===== config.mk =====
export PLATFORM = sky130hd
export DESIGN_NAME = aspect_fit_zoom_pan_resampler
export DESIGN_NICKNAME = d
export VERILOG_FILES = /design/src/hdl/afzp_pkg.sv /design/src/hdl/afzp_geom.sv /design/src/hdl/afzp_div_pipe.sv /design/src/hdl/aspect_fit_zoom_pan_resampler.sv
export VERILOG_INCLUDE_DIRS = /design/src /design/src/hdl
export SDC_FILE = /design/constraint.sdc
export NUM_CORES = 2
export LEC_CHECK = 0
export ABC_AREA = 1
export BUFFER_PORTS_ARGS = -buffer_cell sky130_fd_sc_hd__buf_2
export CORE_UTILIZATION = 64
export DETAILED_ROUTE_END_ITERATION = 16
export GPL_TIMING_DRIVEN = 0
export PLACE_DENSITY = 0.89
export SLEW_MARGIN = 0
export SYNTH_ARGS = -nofsm -noshare
export SYNTH_HDL_FRONTEND = slang
export SYNTH_SLANG_ARGS = --single-unit
export TNS_END_PERCENT = 1

===== constraint.sdc =====
create_clock -name clock -period 16.81 [get_ports clock]
set_clock_uncertainty 0.2 [all_clocks]
set_input_delay 0.8405 -clock clock [delete_from_list [all_inputs] [get_ports clock]]
set_output_delay 0.8405 -clock clock [all_outputs]
set_load 0.1 [all_outputs]

===== src/hdl/aspect_fit_zoom_pan_resampler_assert.svh =====
// Assertion helpers used by the resampler top level.
`ifndef ASPECT_FIT_ZOOM_PAN_RESAMPLER_ASSERT_SVH
`define ASPECT_FIT_ZOOM_PAN_RESAMPLER_ASSERT_SVH

// Same-cycle implication, disabled while reset is high.
`define AFZP_ASSERT_IMPL(lbl, clk, rst, ante, cons) \
   lbl: assert property (@(posedge clk) disable iff (rst) (ante) |-> (cons)) \
      else $error("afzp assertion failed");

// Next-cycle implication, disabled while reset is high.
`define AFZP_ASSERT_NEXT(lbl, clk, rst, ante, cons) \
   lbl: assert property (@(posedge clk) disable iff (rst) (ante) |=> (cons)) \
      else $error("afzp assertion failed");

`endif


===== src/hdl/afzp_pkg.sv =====
// ---------------------------------------------------------------------------
// afzp_pkg
// Types and constants of the aspect-fit zoom/pan resampler.
// ---------------------------------------------------------------------------
package afzp_pkg;

   // geometry words are wide enough for any supported screen size
   localparam int GEO_W = 16;
   localparam int IMG_W = 16;
   localparam int PAN_W = 12;
   localparam int CSR_IDX_W = 3;
   localparam int CSR_DAT_W = 16;

   // register indexes
   localparam logic [CSR_IDX_W-1:0] REG_IMAGE_WIDTH  = 3'd0;
   localparam logic [CSR_IDX_W-1:0] REG_IMAGE_HEIGHT = 3'd1;
   localparam logic [CSR_IDX_W-1:0] REG_FULLSCREEN   = 3'd2;
   localparam logic [CSR_IDX_W-1:0] REG_ZOOM_STEP    = 3'd3;
   localparam logic [CSR_IDX_W-1:0] REG_PAN_X        = 3'd4;
   localparam logic [CSR_IDX_W-1:0] REG_PAN_Y        = 3'd5;

   typedef struct packed {
      logic [8:0] win_x;
      logic [7:0] win_y;
   } afzp_req_type;

   typedef struct packed {
      logic [15:0] src_x;
      logic [15:0] src_y;
      logic [8:0]  scr_x;
      logic [7:0]  scr_y;
      logic        visible;
   } afzp_rsp_type;

   // per-configuration geometry, stable while transactions are in flight
   typedef struct packed {
      logic [IMG_W-1:0] iw;
      logic [IMG_W-1:0] ih;
      logic [GEO_W-1:0] vw;
      logic [GEO_W-1:0] vh;
      logic [GEO_W-1:0] px;
      logic [GEO_W-1:0] py;
      logic [GEO_W-1:0] svw;
      logic [GEO_W-1:0] svh;
      logic [GEO_W-1:0] ddx;
      logic [GEO_W-1:0] ddy;
      logic [GEO_W-1:0] tw;
      logic [GEO_W-1:0] ty;
      logic [GEO_W-1:0] tyth;
   } afzp_geo_type;

endpackage


===== src/hdl/afzp_geom.sv =====
// ---------------------------------------------------------------------------
// afzp_geom
// Configuration registers and the sequencer that derives the fitted,
// zoomed and panned window geometry with a bit-serial divider.
// ---------------------------------------------------------------------------
module afzp_geom import afzp_pkg::*; #(
   parameter int SCREEN_WIDTH   = 320,
   parameter int SCREEN_HEIGHT  = 240,
   parameter int CONTENT_TOP    = 23,
   parameter int CONTENT_HEIGHT = 195
) (
   input  logic                 clock,
   input  logic                 reset,
   input  logic                 csr_valid,
   input  logic [CSR_IDX_W-1:0] csr_index,
   input  logic [CSR_DAT_W-1:0] csr_wdata,
   output logic                 busy,
   output afzp_geo_type         geo
);

   localparam int DVD_W = 2 * GEO_W;
   localparam int CNT_W = $clog2(DVD_W);

   localparam logic [2:0] ST_IDLE = 3'd0;
   localparam logic [2:0] ST_MUL  = 3'd1;
   localparam logic [2:0] ST_SEL  = 3'd2;
   localparam logic [2:0] ST_DIV  = 3'd3;
   localparam logic [2:0] ST_FIT  = 3'd4;
   localparam logic [2:0] ST_WIN  = 3'd5;

   localparam logic [GEO_W-1:0] TW = GEO_W'(SCREEN_WIDTH);

   logic [IMG_W-1:0] iw_ff, ih_ff;
   logic             fs_ff;
   logic [1:0]       zoom_ff;
   logic [PAN_W-1:0] panx_ff, pany_ff;
   logic [2:0]       state_ff, state_in;
   logic [DVD_W-1:0] pa_ff, pb_ff, dvd_ff, dvd_in;
   logic [IMG_W:0]   rem_ff, rem_in;
   logic [IMG_W-1:0] dvs_ff;
   logic             land_ff;
   logic [CNT_W-1:0] cnt_ff;
   logic [GEO_W-1:0] vw_ff, vh_ff;
   afzp_geo_type     geo_ff;

   logic             band;
   logic [IMG_W-1:0] iwe, ihe;
   logic [GEO_W-1:0] th, ty;
   logic [IMG_W+1:0] r2;
   logic             ge;
   logic [GEO_W-1:0] bw, bh, svw, svh, pmx, pmy, pxs, pys;

   // config registers
   always_ff @(posedge clock) begin
      if (reset) begin
         iw_ff   <= IMG_W'(1);
         ih_ff   <= IMG_W'(1);
         fs_ff   <= 1'b0;
         zoom_ff <= 2'd0;
         panx_ff <= '0;
         pany_ff <= '0;
      end else if (csr_valid) begin
         unique case (csr_index)
            REG_IMAGE_WIDTH:  iw_ff   <= csr_wdata;
            REG_IMAGE_HEIGHT: ih_ff   <= csr_wdata;
            REG_FULLSCREEN:   fs_ff   <= csr_wdata[0];
            REG_ZOOM_STEP:    zoom_ff <= csr_wdata[1:0];
            REG_PAN_X:        panx_ff <= csr_wdata[PAN_W-1:0];
            REG_PAN_Y:        pany_ff <= csr_wdata[PAN_W-1:0];
            default: ;
         endcase
      end
   end

   // viewport selection
   always_comb begin
      band = !(fs_ff || (zoom_ff != 2'd0));
      iwe  = (iw_ff == '0) ? IMG_W'(1) : iw_ff;
      ihe  = (ih_ff == '0) ? IMG_W'(1) : ih_ff;
      th   = band ? GEO_W'(CONTENT_HEIGHT) : GEO_W'(SCREEN_HEIGHT);
      ty   = band ? GEO_W'(CONTENT_TOP) : '0;
   end

   // one restoring division step
   always_comb begin
      r2     = {rem_ff, dvd_ff[DVD_W-1]};
      ge     = r2 >= (IMG_W+2)'(dvs_ff);
      rem_in = ge ? (IMG_W+1)'(r2 - (IMG_W+2)'(dvs_ff)) : r2[IMG_W:0];
      dvd_in = {dvd_ff[DVD_W-2:0], ge};
   end

   // fitted size and window terms
   always_comb begin
      bw  = land_ff ? TW : dvd_ff[GEO_W-1:0];
      bh  = land_ff ? dvd_ff[GEO_W-1:0] : th;
      bw  = (bw == '0) ? GEO_W'(1) : bw;
      bh  = (bh == '0) ? GEO_W'(1) : bh;
      svw = (vw_ff < TW) ? vw_ff : TW;
      svh = (vh_ff < th) ? vh_ff : th;
      pmx = (vw_ff > TW) ? vw_ff - TW : '0;
      pmy = (vh_ff > th) ? vh_ff - th : '0;
      pxs = (GEO_W'(panx_ff) < pmx) ? GEO_W'(panx_ff) : pmx;
      pys = (GEO_W'(pany_ff) < pmy) ? GEO_W'(pany_ff) : pmy;
   end

   // sequencer next state
   always_comb begin
      state_in = state_ff;
      unique case (state_ff)
         ST_IDLE: state_in = ST_IDLE;
         ST_MUL:  state_in = ST_SEL;
         ST_SEL:  state_in = ST_DIV;
         ST_DIV:  state_in = (cnt_ff == CNT_W'(DVD_W - 1)) ? ST_FIT : ST_DIV;
         ST_FIT:  state_in = ST_WIN;
         ST_WIN:  state_in = ST_IDLE;
         default: state_in = ST_IDLE;
      endcase
      if (csr_valid) state_in = ST_MUL;
   end

   always_ff @(posedge clock) begin
      if (reset) state_ff <= ST_MUL;
      else       state_ff <= state_in;
   end

   // datapath of the sequencer
   always_ff @(posedge clock) begin
      unique case (state_ff)
         ST_MUL: begin
            pa_ff <= DVD_W'(iwe) * DVD_W'(th);
            pb_ff <= DVD_W'(ihe) * DVD_W'(TW);
         end
         ST_SEL: begin
            land_ff <= pa_ff >= pb_ff;
            dvd_ff  <= (pa_ff >= pb_ff) ? pb_ff : pa_ff;
            dvs_ff  <= (pa_ff >= pb_ff) ? iwe : ihe;
            rem_ff  <= '0;
            cnt_ff  <= '0;
         end
         ST_DIV: begin
            dvd_ff <= dvd_in;
            rem_ff <= rem_in;
            cnt_ff <= cnt_ff + CNT_W'(1);
         end
         ST_FIT: begin
            vw_ff <= bw << zoom_ff;
            vh_ff <= bh << zoom_ff;
         end
         ST_WIN: begin
            geo_ff.iw   <= iwe;
            geo_ff.ih   <= ihe;
            geo_ff.vw   <= vw_ff;
            geo_ff.vh   <= vh_ff;
            geo_ff.px   <= pxs;
            geo_ff.py   <= pys;
            geo_ff.svw  <= svw;
            geo_ff.svh  <= svh;
            geo_ff.ddx  <= (TW - svw) >> 1;
            geo_ff.ddy  <= ty + ((th - svh) >> 1);
            geo_ff.tw   <= TW;
            geo_ff.ty   <= ty;
            geo_ff.tyth <= ty + th;
         end
         default: ;
      endcase
   end

   assign busy = (state_ff != ST_IDLE);
   assign geo  = geo_ff;

endmodule


===== src/hdl/afzp_div_pipe.sv =====
// ---------------------------------------------------------------------------
// afzp_div_pipe
// Pipelined restoring divider, one quotient bit per register stage,
// with a sideband that travels alongside the operands.
// ---------------------------------------------------------------------------
module afzp_div_pipe import afzp_pkg::*; #(
   parameter int DW = 16,
   parameter int QW = 16,
   parameter int SW = 1
) (
   input  logic                clock,
   input  logic                reset,
   input  logic                in_valid,
   input  logic [DW+QW:0]      in_num,
   input  logic [DW-1:0]       den,
   input  logic [SW-1:0]       in_side,
   output logic                out_valid,
   output logic [QW-1:0]       out_quot,
   output logic [SW-1:0]       out_side
);

   localparam int RW = DW + 1;

   logic          v_ff    [QW];
   logic [RW-1:0] rem_ff  [QW];
   logic [QW-1:0] lq_ff   [QW];
   logic [SW-1:0] side_ff [QW];

   genvar s;
   generate
      for (s = 0; s < QW; s++) begin : g_stage
         logic          v_src;
         logic [RW-1:0] rem_src;
         logic [QW-1:0] lq_src;
         logic [SW-1:0] side_src;
         logic [RW:0]   r2;
         logic          ge;

         if (s == 0) begin : g_first
            assign v_src    = in_valid;
            assign rem_src  = in_num[DW+QW:QW];
            assign lq_src   = in_num[QW-1:0];
            assign side_src = in_side;
         end else begin : g_next
            assign v_src    = v_ff[s-1];
            assign rem_src  = rem_ff[s-1];
            assign lq_src   = lq_ff[s-1];
            assign side_src = side_ff[s-1];
         end

         // trial subtract of the divisor
         assign r2 = {rem_src, lq_src[QW-1]};
         assign ge = r2 >= (RW+1)'(den);

         always_ff @(posedge clock) begin
            if (reset) v_ff[s] <= 1'b0;
            else       v_ff[s] <= v_src;
         end

         always_ff @(posedge clock) begin
            rem_ff[s]  <= ge ? RW'(r2 - (RW+1)'(den)) : r2[RW-1:0];
            lq_ff[s]   <= {lq_src[QW-2:0], ge};
            side_ff[s] <= side_src;
         end
      end
   endgenerate

   assign out_valid = v_ff[QW-1];
   assign out_quot  = lq_ff[QW-1];
   assign out_side  = side_ff[QW-1];

endmodule


===== src/hdl/aspect_fit_zoom_pan_resampler.sv =====
// ---------------------------------------------------------------------------
// aspect_fit_zoom_pan_resampler
// Nearest-neighbor scaler geometry: window pixel in, source pixel, screen
// pixel and visible flag out.
//
//   channel  ports                          transfer
//   req      start, busy, req_data          start && !busy
//   rsp      rsp_valid, rsp_data            rsp_valid, one cycle
//   csr      csr_valid, csr_ready, index    csr_valid && csr_ready
//
// One transaction per clock while busy is low.
// The two per-pixel divisions run through 16-stage divider pipelines.
// After reset and after each register write, busy is high
// while a bit-serial divider recomputes the fitted geometry.
// Reset is synchronous and active high; results cannot be stalled.
// ---------------------------------------------------------------------------
`include "aspect_fit_zoom_pan_resampler_assert.svh"

module aspect_fit_zoom_pan_resampler import afzp_pkg::*; #(
   parameter int SCREEN_WIDTH   = 320,
   parameter int SCREEN_HEIGHT  = 240,
   parameter int CONTENT_TOP    = 23,
   parameter int CONTENT_HEIGHT = 195
) (
   input  logic                 clock,
   input  logic                 reset,
   input  logic                 start,
   output logic                 busy,
   input  afzp_req_type         req_data,
   output logic                 rsp_valid,
   output afzp_rsp_type         rsp_data,
   input  logic                 csr_valid,
   output logic                 csr_ready,
   input  logic [CSR_IDX_W-1:0] csr_index,
   input  logic [CSR_DAT_W-1:0] csr_wdata
);

   localparam int NUM_W = GEO_W + 1;
   localparam int PRD_W = NUM_W + IMG_W;

   afzp_geo_type geo;

   logic             s1_valid_ff;
   afzp_req_type     s1_req_ff;
   logic             s2_valid_ff;
   logic [NUM_W-1:0] s2_nx_ff, s2_ny_ff;
   logic [8:0]       s2_sx_ff;
   logic [7:0]       s2_sy_ff;
   logic             s2_vis_ff;
   logic             s3_valid_ff;
   logic [PRD_W-1:0] s3_px_ff, s3_py_ff;
   logic [16:0]      s3_side_ff;
   logic             s3_vis_ff;

   logic [GEO_W-1:0] sx, sy;
   logic             vis;
   logic             x_valid, y_valid;
   logic [15:0]      qx, qy;
   logic [16:0]      x_side;
   logic             y_vis;
   logic             rsp_valid_ff;
   afzp_rsp_type     rsp_ff;

   assign csr_ready = 1'b1;

   afzp_geom #(
      .SCREEN_WIDTH   (SCREEN_WIDTH),
      .SCREEN_HEIGHT  (SCREEN_HEIGHT),
      .CONTENT_TOP    (CONTENT_TOP),
      .CONTENT_HEIGHT (CONTENT_HEIGHT)
   ) u_geom (
      .clock     (clock),
      .reset     (reset),
      .csr_valid (csr_valid),
      .csr_index (csr_index),
      .csr_wdata (csr_wdata),
      .busy      (busy),
      .geo       (geo)
   );

   // stage 1: capture the transaction
   always_ff @(posedge clock) begin
      if (reset) s1_valid_ff <= 1'b0;
      else       s1_valid_ff <= start && !busy;
   end

   always_ff @(posedge clock) begin
      s1_req_ff <= req_data;
   end

   // screen position and clip
   always_comb begin
      sx  = geo.ddx + GEO_W'(s1_req_ff.win_x);
      sy  = geo.ddy + GEO_W'(s1_req_ff.win_y);
      vis = (GEO_W'(s1_req_ff.win_x) < geo.svw) && (GEO_W'(s1_req_ff.win_y) < geo.svh) &&
            (sx < geo.tw) && (sy >= geo.ty) && (sy < geo.tyth);
   end

   // stage 2: panned virtual coordinate
   always_ff @(posedge clock) begin
      if (reset) s2_valid_ff <= 1'b0;
      else       s2_valid_ff <= s1_valid_ff;
   end

   always_ff @(posedge clock) begin
      s2_nx_ff  <= NUM_W'(geo.px) + NUM_W'(s1_req_ff.win_x);
      s2_ny_ff  <= NUM_W'(geo.py) + NUM_W'(s1_req_ff.win_y);
      s2_sx_ff  <= sx[8:0];
      s2_sy_ff  <= sy[7:0];
      s2_vis_ff <= vis;
   end

   // stage 3: scale by the native size
   always_ff @(posedge clock) begin
      if (reset) s3_valid_ff <= 1'b0;
      else       s3_valid_ff <= s2_valid_ff;
   end

   always_ff @(posedge clock) begin
      s3_px_ff   <= PRD_W'(s2_nx_ff) * PRD_W'(geo.iw);
      s3_py_ff   <= PRD_W'(s2_ny_ff) * PRD_W'(geo.ih);
      s3_side_ff <= {s2_sx_ff, s2_sy_ff};
      s3_vis_ff  <= s2_vis_ff;
   end

   // divide by the virtual size
   afzp_div_pipe #(.DW(GEO_W), .QW(16), .SW(17)) u_div_x (
      .clock     (clock),
      .reset     (reset),
      .in_valid  (s3_valid_ff),
      .in_num    (s3_px_ff),
      .den       (geo.vw),
      .in_side   (s3_side_ff),
      .out_valid (x_valid),
      .out_quot  (qx),
      .out_side  (x_side)
   );

   afzp_div_pipe #(.DW(GEO_W), .QW(16), .SW(1)) u_div_y (
      .clock     (clock),
      .reset     (reset),
      .in_valid  (s3_valid_ff),
      .in_num    (s3_py_ff),
      .den       (geo.vh),
      .in_side   (s3_vis_ff),
      .out_valid (y_valid),
      .out_quot  (qy),
      .out_side  (y_vis)
   );

   // output register; hidden pixels report all zero
   always_ff @(posedge clock) begin
      if (reset) rsp_valid_ff <= 1'b0;
      else       rsp_valid_ff <= x_valid;
   end

   always_ff @(posedge clock) begin
      rsp_ff.src_x   <= y_vis ? qx : '0;
      rsp_ff.src_y   <= y_vis ? qy : '0;
      rsp_ff.scr_x   <= y_vis ? x_side[16:8] : '0;
      rsp_ff.scr_y   <= y_vis ? x_side[7:0] : '0;
      rsp_ff.visible <= y_vis;
   end

   assign rsp_valid = rsp_valid_ff;
   assign rsp_data  = rsp_ff;

   `AFZP_ASSERT_NEXT(a_csr_recompute, clock, reset, csr_valid && csr_ready, busy)
   `AFZP_ASSERT_NEXT(a_accept_enters, clock, reset, start && !busy, s1_valid_ff)
   `AFZP_ASSERT_IMPL(a_lanes_aligned, clock, reset, x_valid || y_valid, x_valid && y_valid)
   `AFZP_ASSERT_IMPL(a_hidden_zero, clock, reset, rsp_valid && !rsp_data.visible, rsp_data.src_x == 16'd0 && rsp_data.scr_y == 8'd0)

endmodule


==> metrics.md <==
| Metric | Value |
|---|---|
| Outcome | complete, but fails checks |
| Failing checks | max-capacitance violations |
| CP Class | flop to flop |
| Max-Cap Viols | 4 |
| Mux contribution to synthesized area | less than 1% |
| Synth Instances | around 12k |
| Fill cell count | 12.00k |
| Largest net degree at the start of global routing | 35 |
| CTS tree | yes |
| Core Area | ~160000 um2 |
| Register bit count reported by yosys | approximately 1.9k |
| First-pass detailed-route iteration total | 13 |
| Die height | 403.9 um |
| Critical-path maximum fanout | 10 |
| Clock Sinks | 1904 |
| Final min period | approximately 7300 ps |
| Clk slew on worst S/H paths | 60 ps |
| Vias in the first global route | approximately 80k |
| Critical path startpoint category | flop |
| Placer's final routability congestion estimate | 0.9814 |
| Top_reg_cell synth | dfxtp_1 |
| Final nets | 13.67k |
| Mapped Avg Cell Area | between 8 and 9 um2 |
| Netlist Area Pre-Place | 103300 um2 |
| H-tree depth | 4 |
| Root Buffer | clkbuf_16 |
| Initial DRC count | approximately 7.7k |
| Hold Path Class | input pin to flop |
| Tot GR Track Use | about a third |
| Top Ports | 93 |
| Initial Utilization | between 60 and 70% |
| Seq/Total Area, Yosys | approximately two fifths |
| Row count | ~150 |
| WL/cell | roughly 18 um |
| P_leak | about 57 nW |
| CP required | around 17000 ps |
| Vias per Instance | 5.617 |
| Max-slew headroom | 0.4328% |
| Routed Antenna Nets | 0 |
| Total CTS buffers | about 180 |
| VDD IR-drop max | ~220 uV |
| Synth Area in Compound Gates | 10.82% |
| Die width | ~400 um |
| Power, Total | ~21 mW |
| Footprint of the multi-input gates | 53670 um2 |
| Arr. time, crit path | 7830 ps |
| Overflow after GRT | 0 |
| Synth unique cells | about 70 |
| Post-synth top area cell | dfxtp_1 |
| Least-Margin Pin Slew | around 1500 ps |
| Cells resized by post-CTS repair | 0 |
| Synth top area cells | dfxtp_1 31%, ha_1 11%, fa_1 9.8% |
| Clock Latency Late Sink | approximately 840 ps |
| Final setup viols | 0 |
| Pwr dens | roughly 180 nW/um2 |
| Initial antenna violation count | 8 |
| F_max | 136.7 MHz |
| RSZ-0062 raised after global routing | no |
| Hold violation count in the final report | 0 |
| Wire length of the first global-routing pass | ~420000 um |
| Simple-Gate Fraction of Synth Area | between 10 and 15% |
| # DRC | 0 |
| DP HPWL | 197300 um |
| Adder-Cell Fraction of Synth Area | roughly a fifth |
| Clock Tree Buf Depth | 3 |
| Final Max Slew Viols | 0 |
| YS warnings | 0 |
| Count of flip-flops with a built-in enable after synthesis | ~310 |
| Share of layout cells above drive strength 1 | 5.736% |
| P&R area growth vs syn | 10.24% |
| Reg area | ~40000 um2 |
| Crit. End Element | flop |
| Post-synth ARST share | 0% |
| Largest family of logic cells by synthesized area | adder cells |
| Final WL | roughly 270000 um |
| Via count | 81.49k |
| Share of the synthesized area in the top cell type | between 30% and 40% |
| Setup TNS | 0 ps |
| Port bufs | between 90 and 100 |
| XOR/XNOR Fraction of Synth Area | under 10% |
| Final Cycle Share | between 40% and 50% |
| Die footprint | 163100 um2 |
[power by group]
part / total (mW) / internal [mW] / leakage [nW] / switching [mW]
combinational: 9.79 / 3.69 / 37.5 / 6.10
clock: 4.41 / 2.54 / 3.25 / 1.87
sequential: 6.71 / 6.02 / 16.3 / 0.680
[layer usage]
metal | vias to the layer above | routed length [um] | GRT usage [%]
met5 | - | 27 | 0
met4 | 4 | 13890 | 16.41
met3 | 833 | 21440 | 5.244
met2 | 3634 | 122800 | 53.68
met1 | 38280 | 107300 | 40.86
li1 | 38730 | - | -
[sequential cells by signal, summed over array words and instances (netlist names), 17 cells and up]
register	flops
u_div_x.side_ff	272
u_div_x.lq_ff	256
u_div_y.lq_ff	256
u_div_x.rem_ff	255
u_div_y.rem_ff	255
u_geom.geo	161
rsp_data	50
s3_px_ff	33
s3_py_ff	33
u_geom.dvd_ff	32
u_geom.pa_ff	26
u_geom.pb_ff	19
s1_req_ff	17
s2_nx_ff	17
s2_ny_ff	17
s3_side_ff	17
u_geom.rem_ff	17
[cells in the final DEF, fill, tap and decap left out, types with 49 or more instances in the layout]
master and n:
ha_1 944, fa_1 506, a31oi_1 49, xor2_1 353, a21oi_1 651, xnor2_1 241
dfxtp_1 1595, a21o_1 125, o21ai_1 236, clkbuf_16 189, nand3_1 295, nor4_1 69
nor3_1 64, edfxtp_1 309, nand2_1 2527, o21ai_0 528, nand4_1 133, inv_1 1885
buf_2 171, nor2_1 536, a21boi_0 85, clkbuf_1 234, o21ai_2 55
[worst max-delay path, cell delays in order (launching register included)]
cell	delay, ps
dfxtp_1	310
clkbuf_1	580
clkbuf_1	760
nand2_1	190
fa_1	580
inv_1	50
fa_1	470
fa_1	520
fa_1	520
fa_1	560
inv_1	60
fa_1	540
inv_1	80
ha_1	380
nand2_1	130
inv_1	70
nand2_1	60
nor3_1	240
nand4_1	150
nand3_1	160
nand2_1	60
nand2_1	130
nand2_1	60
nand2_1	90
nand2_1	80
nand3_1	70
nand2_1	50
[logic make-up after synthesis]
group,after synthesis
DFF,1904
adders and majority gates,1450
xor gates and xnor gates,594
and+or+nand+nor,3708
buffers and inverters,2232
other,2
AOI/OAI and AO/OA,1944
muxes,6
[final timing paths]
check	startpoint	endpoint	slack, ps	depth (start not counted)
max	s2_nx_ff[5]$_DFF_P_	s3_px_ff[29]$_DFF_P_	9500	26
min	csr_wdata[13]	u_geom.ih_ff[13]$_SDFFE_PP0P_	70	3
max reg2reg	s2_nx_ff[5]$_DFF_P_	s3_px_ff[29]$_DFF_P_	9500	26
min reg2reg	u_div_x.lq_ff[2][10]$_DFF_P_	u_div_x.lq_ff[3][11]$_DFF_P_	90	0
[synth_stat cells, drive strengths merged, types with 4 or more instances]
cell and number:
o21bai 36, nor4 70, xnor2 241, o22ai 5, o21ai 820, nand3b 9
clkinv 6, nand3 300, or2 7, a211oi 7, nor3 70, a221oi 4
inv 1909, nand4 133, clkbuf 217, o2111ai 32, a21o 125, a21boi 91
xor2 353, edfxtp 309, o31ai 34, a21oi 663, o311a 8, nand2 2567
buf 100, o21a 46, ha 944, a31oi 52, dfxtp 1595, and3 4
fa 506, o211ai 7, nor2 543, mux2i 6
[layout make-up]
class,instances,area share (%)
clock buffer,252,4.710
inverter,1915,6.314
clock inverter,93,1.156
timing repair buffer,136,0.9478
sequential,1904,36.17
antenna,5,0.01098
buffer,317,1.215
multi-input combinational,7726,47.10
tap,2160,2.372
[through the flow]
| stage | hold WS (ps) | area (um2) | cells | setup WS [ps] | util [%] |
|---|---|---|---|---|---|
| floorplan | 109.6 | 103400 | 11860 | 4440 | - |
| global route | 53.44 | 113900 | 14510 | 9253 | 71.03 |
| finish | 67.80 | 113900 | 14510 | 9496 | 71.04 |
| detailed placement | 112.1 | 107000 | 14140 | 9587 | 66.70 |
| global placement | 109.7 | 106600 | 14110 | 444.0 | 66.46 |
| CTS | 20.92 | 113800 | 14500 | 9541 | 70.97 |
[repair_timing]
item / 4_1_cts / 5_1_grt
buffers inserted: 0 / 0
hold endpoints to repair: 16 / 0
hold buffers: 16 / 0
Note: power is estimated with default switching activity, not from simulation.
